$ cat src/rsc_pkg.sv
`default_nettype none

package rsc_pkg;

  localparam int IDX_W   = 48;
  localparam int CNT_W   = 11;
  localparam int CRC_W   = 32;
  localparam int GAP_W   = 32;
  localparam int STAT_W  = 3;
  localparam int DIGIT_W = 8;
  localparam int NDIG    = IDX_W / DIGIT_W;

  localparam int MAX_PAIRS_DEF  = 1024;
  localparam int BYTES_PER_PAIR = 4;
  localparam int PAIR_SHIFT     = $clog2(BYTES_PER_PAIR);

  localparam logic [CRC_W-1:0] CRC_POLY = 32'hEDB88320;

  localparam logic [STAT_W-1:0] ST_ACCEPT   = 3'd0;
  localparam logic [STAT_W-1:0] ST_GAP      = 3'd1;
  localparam logic [STAT_W-1:0] ST_BACKWARD = 3'd2;
  localparam logic [STAT_W-1:0] ST_END_OK   = 3'd3;
  localparam logic [STAT_W-1:0] ST_END_BAD  = 3'd4;
  localparam logic [STAT_W-1:0] ST_REJECT   = 3'd5;

  // Outcome of the digit-serial index compare.
  typedef struct packed {
    logic done;
    logic below;
    logic ahead;
  } idx_res_t;

  // Advances a reflected CRC-32 register over one zero byte.
  function automatic logic [CRC_W-1:0] crc_zero_byte(input logic [CRC_W-1:0] v);
    logic [CRC_W-1:0] t;
    t = v;
    for (int i = 0; i < 8; i++) begin
      t = (t >> 1) ^ (t[0] ? CRC_POLY : '0);
    end
    return t;
  endfunction

endpackage

`default_nettype wire

$ cat src/rsc_idx_serial.sv
`default_nettype none

// Digit-serial subtract and add over the 48-bit index: one digit per cycle,
// least significant first.
module rsc_idx_serial (
  input  wire logic                      clk,
  input  wire logic                      rst_n,
  input  wire logic                      start,
  input  wire logic [rsc_pkg::IDX_W-1:0] a_in,
  input  wire logic [rsc_pkg::IDX_W-1:0] b_in,
  input  wire logic [rsc_pkg::CNT_W-1:0] c_in,
  output rsc_pkg::idx_res_t              res,
  output logic      [rsc_pkg::IDX_W-1:0] diff,
  output logic      [rsc_pkg::IDX_W-1:0] sum
);
  import rsc_pkg::*;

  localparam int DCNT_W = $clog2(NDIG + 1);
  localparam logic [DCNT_W-1:0] LAST = DCNT_W'(NDIG);

  logic [IDX_W-1:0]   a_r, b_r, c_r, diff_r, sum_r;
  logic [IDX_W-1:0]   a_nxt, b_nxt, c_nxt, diff_nxt, sum_nxt;
  logic               borrow_r, borrow_nxt, carry_r, carry_nxt, nz_r, nz_nxt;
  logic               run_r, run_nxt;
  logic [DCNT_W-1:0]  dcnt_r, dcnt_nxt;
  logic [DIGIT_W:0]   d_sub, d_add;
  logic               busy;

  assign busy = run_r && (dcnt_r != LAST);

  always_comb begin
    a_nxt      = a_r;
    b_nxt      = b_r;
    c_nxt      = c_r;
    diff_nxt   = diff_r;
    sum_nxt    = sum_r;
    borrow_nxt = borrow_r;
    carry_nxt  = carry_r;
    nz_nxt     = nz_r;
    run_nxt    = run_r;
    dcnt_nxt   = dcnt_r;
    d_sub = {1'b0, a_r[DIGIT_W-1:0]} - {1'b0, b_r[DIGIT_W-1:0]}
            - {{DIGIT_W{1'b0}}, borrow_r};
    d_add = {1'b0, a_r[DIGIT_W-1:0]} + {1'b0, c_r[DIGIT_W-1:0]}
            + {{DIGIT_W{1'b0}}, carry_r};
    if (start) begin
      a_nxt      = a_in;
      b_nxt      = b_in;
      c_nxt      = IDX_W'(c_in);
      borrow_nxt = 1'b0;
      carry_nxt  = 1'b0;
      nz_nxt     = 1'b0;
      run_nxt    = 1'b1;
      dcnt_nxt   = '0;
    end else if (busy) begin
      a_nxt      = a_r >> DIGIT_W;
      b_nxt      = b_r >> DIGIT_W;
      c_nxt      = c_r >> DIGIT_W;
      diff_nxt   = {d_sub[DIGIT_W-1:0], diff_r[IDX_W-1:DIGIT_W]};
      sum_nxt    = {d_add[DIGIT_W-1:0], sum_r[IDX_W-1:DIGIT_W]};
      borrow_nxt = d_sub[DIGIT_W];
      carry_nxt  = d_add[DIGIT_W];
      nz_nxt     = nz_r | (|d_sub[DIGIT_W-1:0]);
      dcnt_nxt   = dcnt_r + 1'b1;
    end else if (run_r) begin
      run_nxt = 1'b0;
    end
  end

  always_ff @(posedge clk) begin
    if (!rst_n) begin
      run_r  <= 1'b0;
      dcnt_r <= '0;
    end else begin
      run_r  <= run_nxt;
      dcnt_r <= dcnt_nxt;
    end
    a_r      <= a_nxt;
    b_r      <= b_nxt;
    c_r      <= c_nxt;
    diff_r   <= diff_nxt;
    sum_r    <= sum_nxt;
    borrow_r <= borrow_nxt;
    carry_r  <= carry_nxt;
    nz_r     <= nz_nxt;
  end

  assign res  = {run_r && (dcnt_r == LAST), borrow_r, nz_r && !borrow_r};
  assign diff = diff_r;
  assign sum  = sum_r;

endmodule

`default_nettype wire

$ cat config.mk
export PLATFORM = sky130hd
export DESIGN_NAME = rsc_idx_serial
export DESIGN_NICKNAME = d
export VERILOG_FILES = /design/src/rsc_pkg.sv /design/src/rsc_idx_serial.sv
export SDC_FILE = /design/constraint.sdc
export NUM_CORES = 1
export LEC_CHECK = 0
export BUFFER_PORTS_ARGS = -buffer_cell sky130_fd_sc_hd__buf_2
export CAP_MARGIN = 20
export CORE_MARGIN = 2
export CORE_UTILIZATION = 25
export DETAILED_ROUTE_END_ITERATION = 16
export PLACE_DENSITY = 0.5
export REMOVE_ABC_BUFFERS = 1
export SLEW_MARGIN = 25
export SYNTH_ARGS = -nofsm -noshare
export SYNTH_HDL_FRONTEND = slang
export SYNTH_SLANG_ARGS = --single-unit
$ cat constraint.sdc
create_clock -name clk -period 6.48 [get_ports clk]
set_clock_uncertainty 0.2 [all_clocks]
set_input_delay 1.296 -clock clk [delete_from_list [all_inputs] [get_ports clk]]
set_output_delay 1.296 -clock clk [all_outputs]
set_load 0.01 [all_outputs]
==> impl_metrics.csv <==
group,metric,value,unit
outcome,status,"finished clean",
routing,routedWlPerCell,14.8,um
global_routing,grt_pass1_vias,4652,
sta,finalSetupTns,0,ps
yosys,yosysTopAreaCell,"edfxtp_1",
critical_path,critPathLaunchType,"register",
global_routing,grt_pass1_wl,26.5,mm
sta,period_share,50.5,%
yosys,yosysMostFrequentCell,"edfxtp_1",
sta,hold_viol_final,0,
clock_tree,post_cts_resized,0,
yosys,synth_commonest_cells,"203 x edfxtp_1, 83 x mux2_2, 32 x inv_1",
critical_path,r2r_cells,6,
power,leakagePower,4.20,nW
clock_tree,cts_buffers,24,
clock_tree,hold_buffers,0,
routing,drt-total-wl,17.1,mm
cells_and_area,nets,825,
sta,max_freq,0.306,GHz
yosys,async_reset_ff_share,0,%
global_routing,grt_use_total,9.66,%
die,die_w,187,um
routing,dr.pass1.iters,4,
critical_path,path_class,"reg2reg",
die,placement_rows,66,
power,p_per_area,313,nW/um2
yosys,syn-cell-area,8360,um2
critical_path,reg2reg_from,"dcnt_r[0]",
global_routing,globalRouteOverflowTotal,0,
sta,finalMaxSlewViolations,0,
sta,setup_viol_count_final,0,
routing,drt_iter0_drc,200,
placement,numPortBuffers,208,
routing,drcViolationCount,0,
critical_path,critPathLaunch,"dcnt_r[0]",
die,num_io_pins,209,
sta,tightest_slew,991,ps
placement,dp_hpwl,11.7,mm
critical_path,cp_cell_sequence,"inv_1, ha_1, a21boi_1, nor2b_4, buf_4, buf_4",
global_routing,grt_busiest_layer,"met2",
power,vdd_drop_max,193,uV
yosys,synth_top_area_share,72.9,%
clock_tree,clockRootBuffer,"clkbuf_16",
critical_path,crit_required,6430,ps
clock_tree,cts_setup_buffers,0,
critical_path,worstSetupEndpointType,"register",
die,start_util,25.6,%
yosys,synth_edf_count,203,
flow_run,cap_viol_max_count,0,
global_routing,grt_max_degree,84,
cells_and_area,instances_no_fill,1151,
clock_tree,cts_sinks,210,
clock_tree,htree_levels,1,
placement,place_congestion,0.708,
cells_and_area,post-route-util,32.8,%
global_routing,grtUsageMet1,11.8,%
sta,timing.final.crit_period,3270,ps
critical_path,crit_family,"buffers and inverters",
min_path,min-delay-path-class,"reg2reg",
die,core_area,32700,um2
clock_tree,cts_tree,"built",
clock_tree,clockBufferDepth,3,
critical_path,crit_path_frequent_cell,"buf_4",
min_path,hold_depth,0,
critical_path,crit_fanout,52,
yosys,synth.area.top_cells,"edfxtp_1 73%, mux2_2 11%, ha_1 3.4%",
yosys,synth-seq-cells,210,
routing,avgViaCountPerCell,3.92,
yosys,yosys.cell_types.count,38,
global_routing,grt_use_met3,4.00,%
die,die_h,187,um
yosys,yosys_warnings,0,
critical_path,reg2reg_to,"sum[12]",
yosys,yosysSeqAreaShare,74.6,%
critical_path,crit_cells,6,
clock_tree,worstSkewPairLatency,520,ps
die,die_area,34900,um2
critical_path,ff2ff_setup_slack,3210,ps
clock_tree,clkTransAtPathRegs,70,ps
sta,max-slew-margin-rel,33.9,%
routing,final_antenna_net_count,0,
critical_path,path_buf_inv,3,
cells_and_area,drive_gt1_share,47.5,%
critical_path,cp-endpoint,"sum[12]",
critical_path,critPathSlowestCell,"a21boi_1",
global_routing,use_met2,15.5,%
placement,dp.cells,1104,
critical_path,arrival,3220,ps
yosys,postSynthCellCount,464,
routing,vias,4515,
critical_path,slowest_delay,610,ps
yosys,synth_flop_cell,"edfxtp_1",
cells_and_area,areaGrowthSynthToFinish,28.4,%
sta,grt_setup_unrepaired,"false",
yosys,postSynthAreaPerCell,18.0,um2
sta,fin_hold_ws,242,ps
global_routing,antenna_found_initial,8,
==> worst register-to-register path, stage by stage (launching register included) <==
cell,delay [ps]
dfxtp_1,370
inv_1,60
ha_1,200
a21boi_1,610
nor2b_4,300
buf_4,530
buf_4,600
==> how the worst min path moves through the flow <==
stage / startpoint / to / slack [ps]
finish: sum[46] / sum[38] / 240
global placement: sum[37] / sum[29] / 230
detailed placement: sum[9] / sum[1] / 230
CTS: sum[9] / sum[1] / 240
global route: sum[11] / sum[3] / 250
floorplan: carry_r / carry_r / 270
==> routing by layer <==
metal,vias to the layer above,share of wire [%]
met4,8,3.4
met2,177,45
met1,2096,43
li1,2194,-
met5,-,0.37
met3,40,8.8
==> state kept, by name, indices dropped and copies added (netlist names) <==
name and flops:
run_r 1, borrow_r 1, carry_r 1, nz_r 1
sum 48, dcnt_r 3, c_r 11, b_r 48
a_r 48, diff 48
==> through the flow <==
step | area [um2] | setup slack, ps | power, W
5_1_grt | 10700 | 2880 | 0.00352
6_report | 10700 | 3210 | 0.00336
3_3_place_gp | 9940 | 2680 | 0.00206
4_1_cts | 10700 | 3140 | 0.00342
3_5_place_dp | 9960 | 2960 | 0.00207
2_1_floorplan | 8300 | 110 | 0.00192
==> logic make-up after synthesis <==
logic type,count (synthesis),share of synthesized area [%]
AO/OA/AOI/OAI,28,2.26
buffers and inverters,47,2.16
XOR/XNOR,14,1.47
multiplexers,83,11.2
AND/OR/NAND/NOR,55,3.94
adder cells (fa/ha/maj),27,4.40
flip-flops,210,74.6
==> placed cells by master, fill, tap and decap left out, drive strengths merged, types with 2 or more instances in the layout <==
master  instances
nor2            8
xor2            7
o21ai           4
and3            2
fa              4
buf           213
xnor2           7
nor3            2
a211oi          3
nand2b          4
diode           4
clkinv          5
nor2b           3
mux2           83
a21oi           9
nor4            2
dfxtp           7
a21o            4
bufinv          2
ha             23
and2           25
inv            33
edfxtp        203
clkbuf         34
or2             3
nand2           3
==> layout make-up <==
type / count / area, um2
fill: 3232 / 22000
multi-input combinational: 207 / 1950
clock buffer: 34 / 659
timing repair buffer: 213 / 1100
tap: 442 / 553
antenna: 4 / 10.0
sequential: 210 / 6240
clock inverter: 9 / 100
inverter: 32 / 120
==> power by group <==
group          internal (W)  switching, W  total (W)
Sequential          0.00163     0.0000359    0.00166
Combinational      0.000177      0.000196   0.000373
Clock              0.000788      0.000537    0.00132
Note: power is estimated with default switching activity, not from simulation.
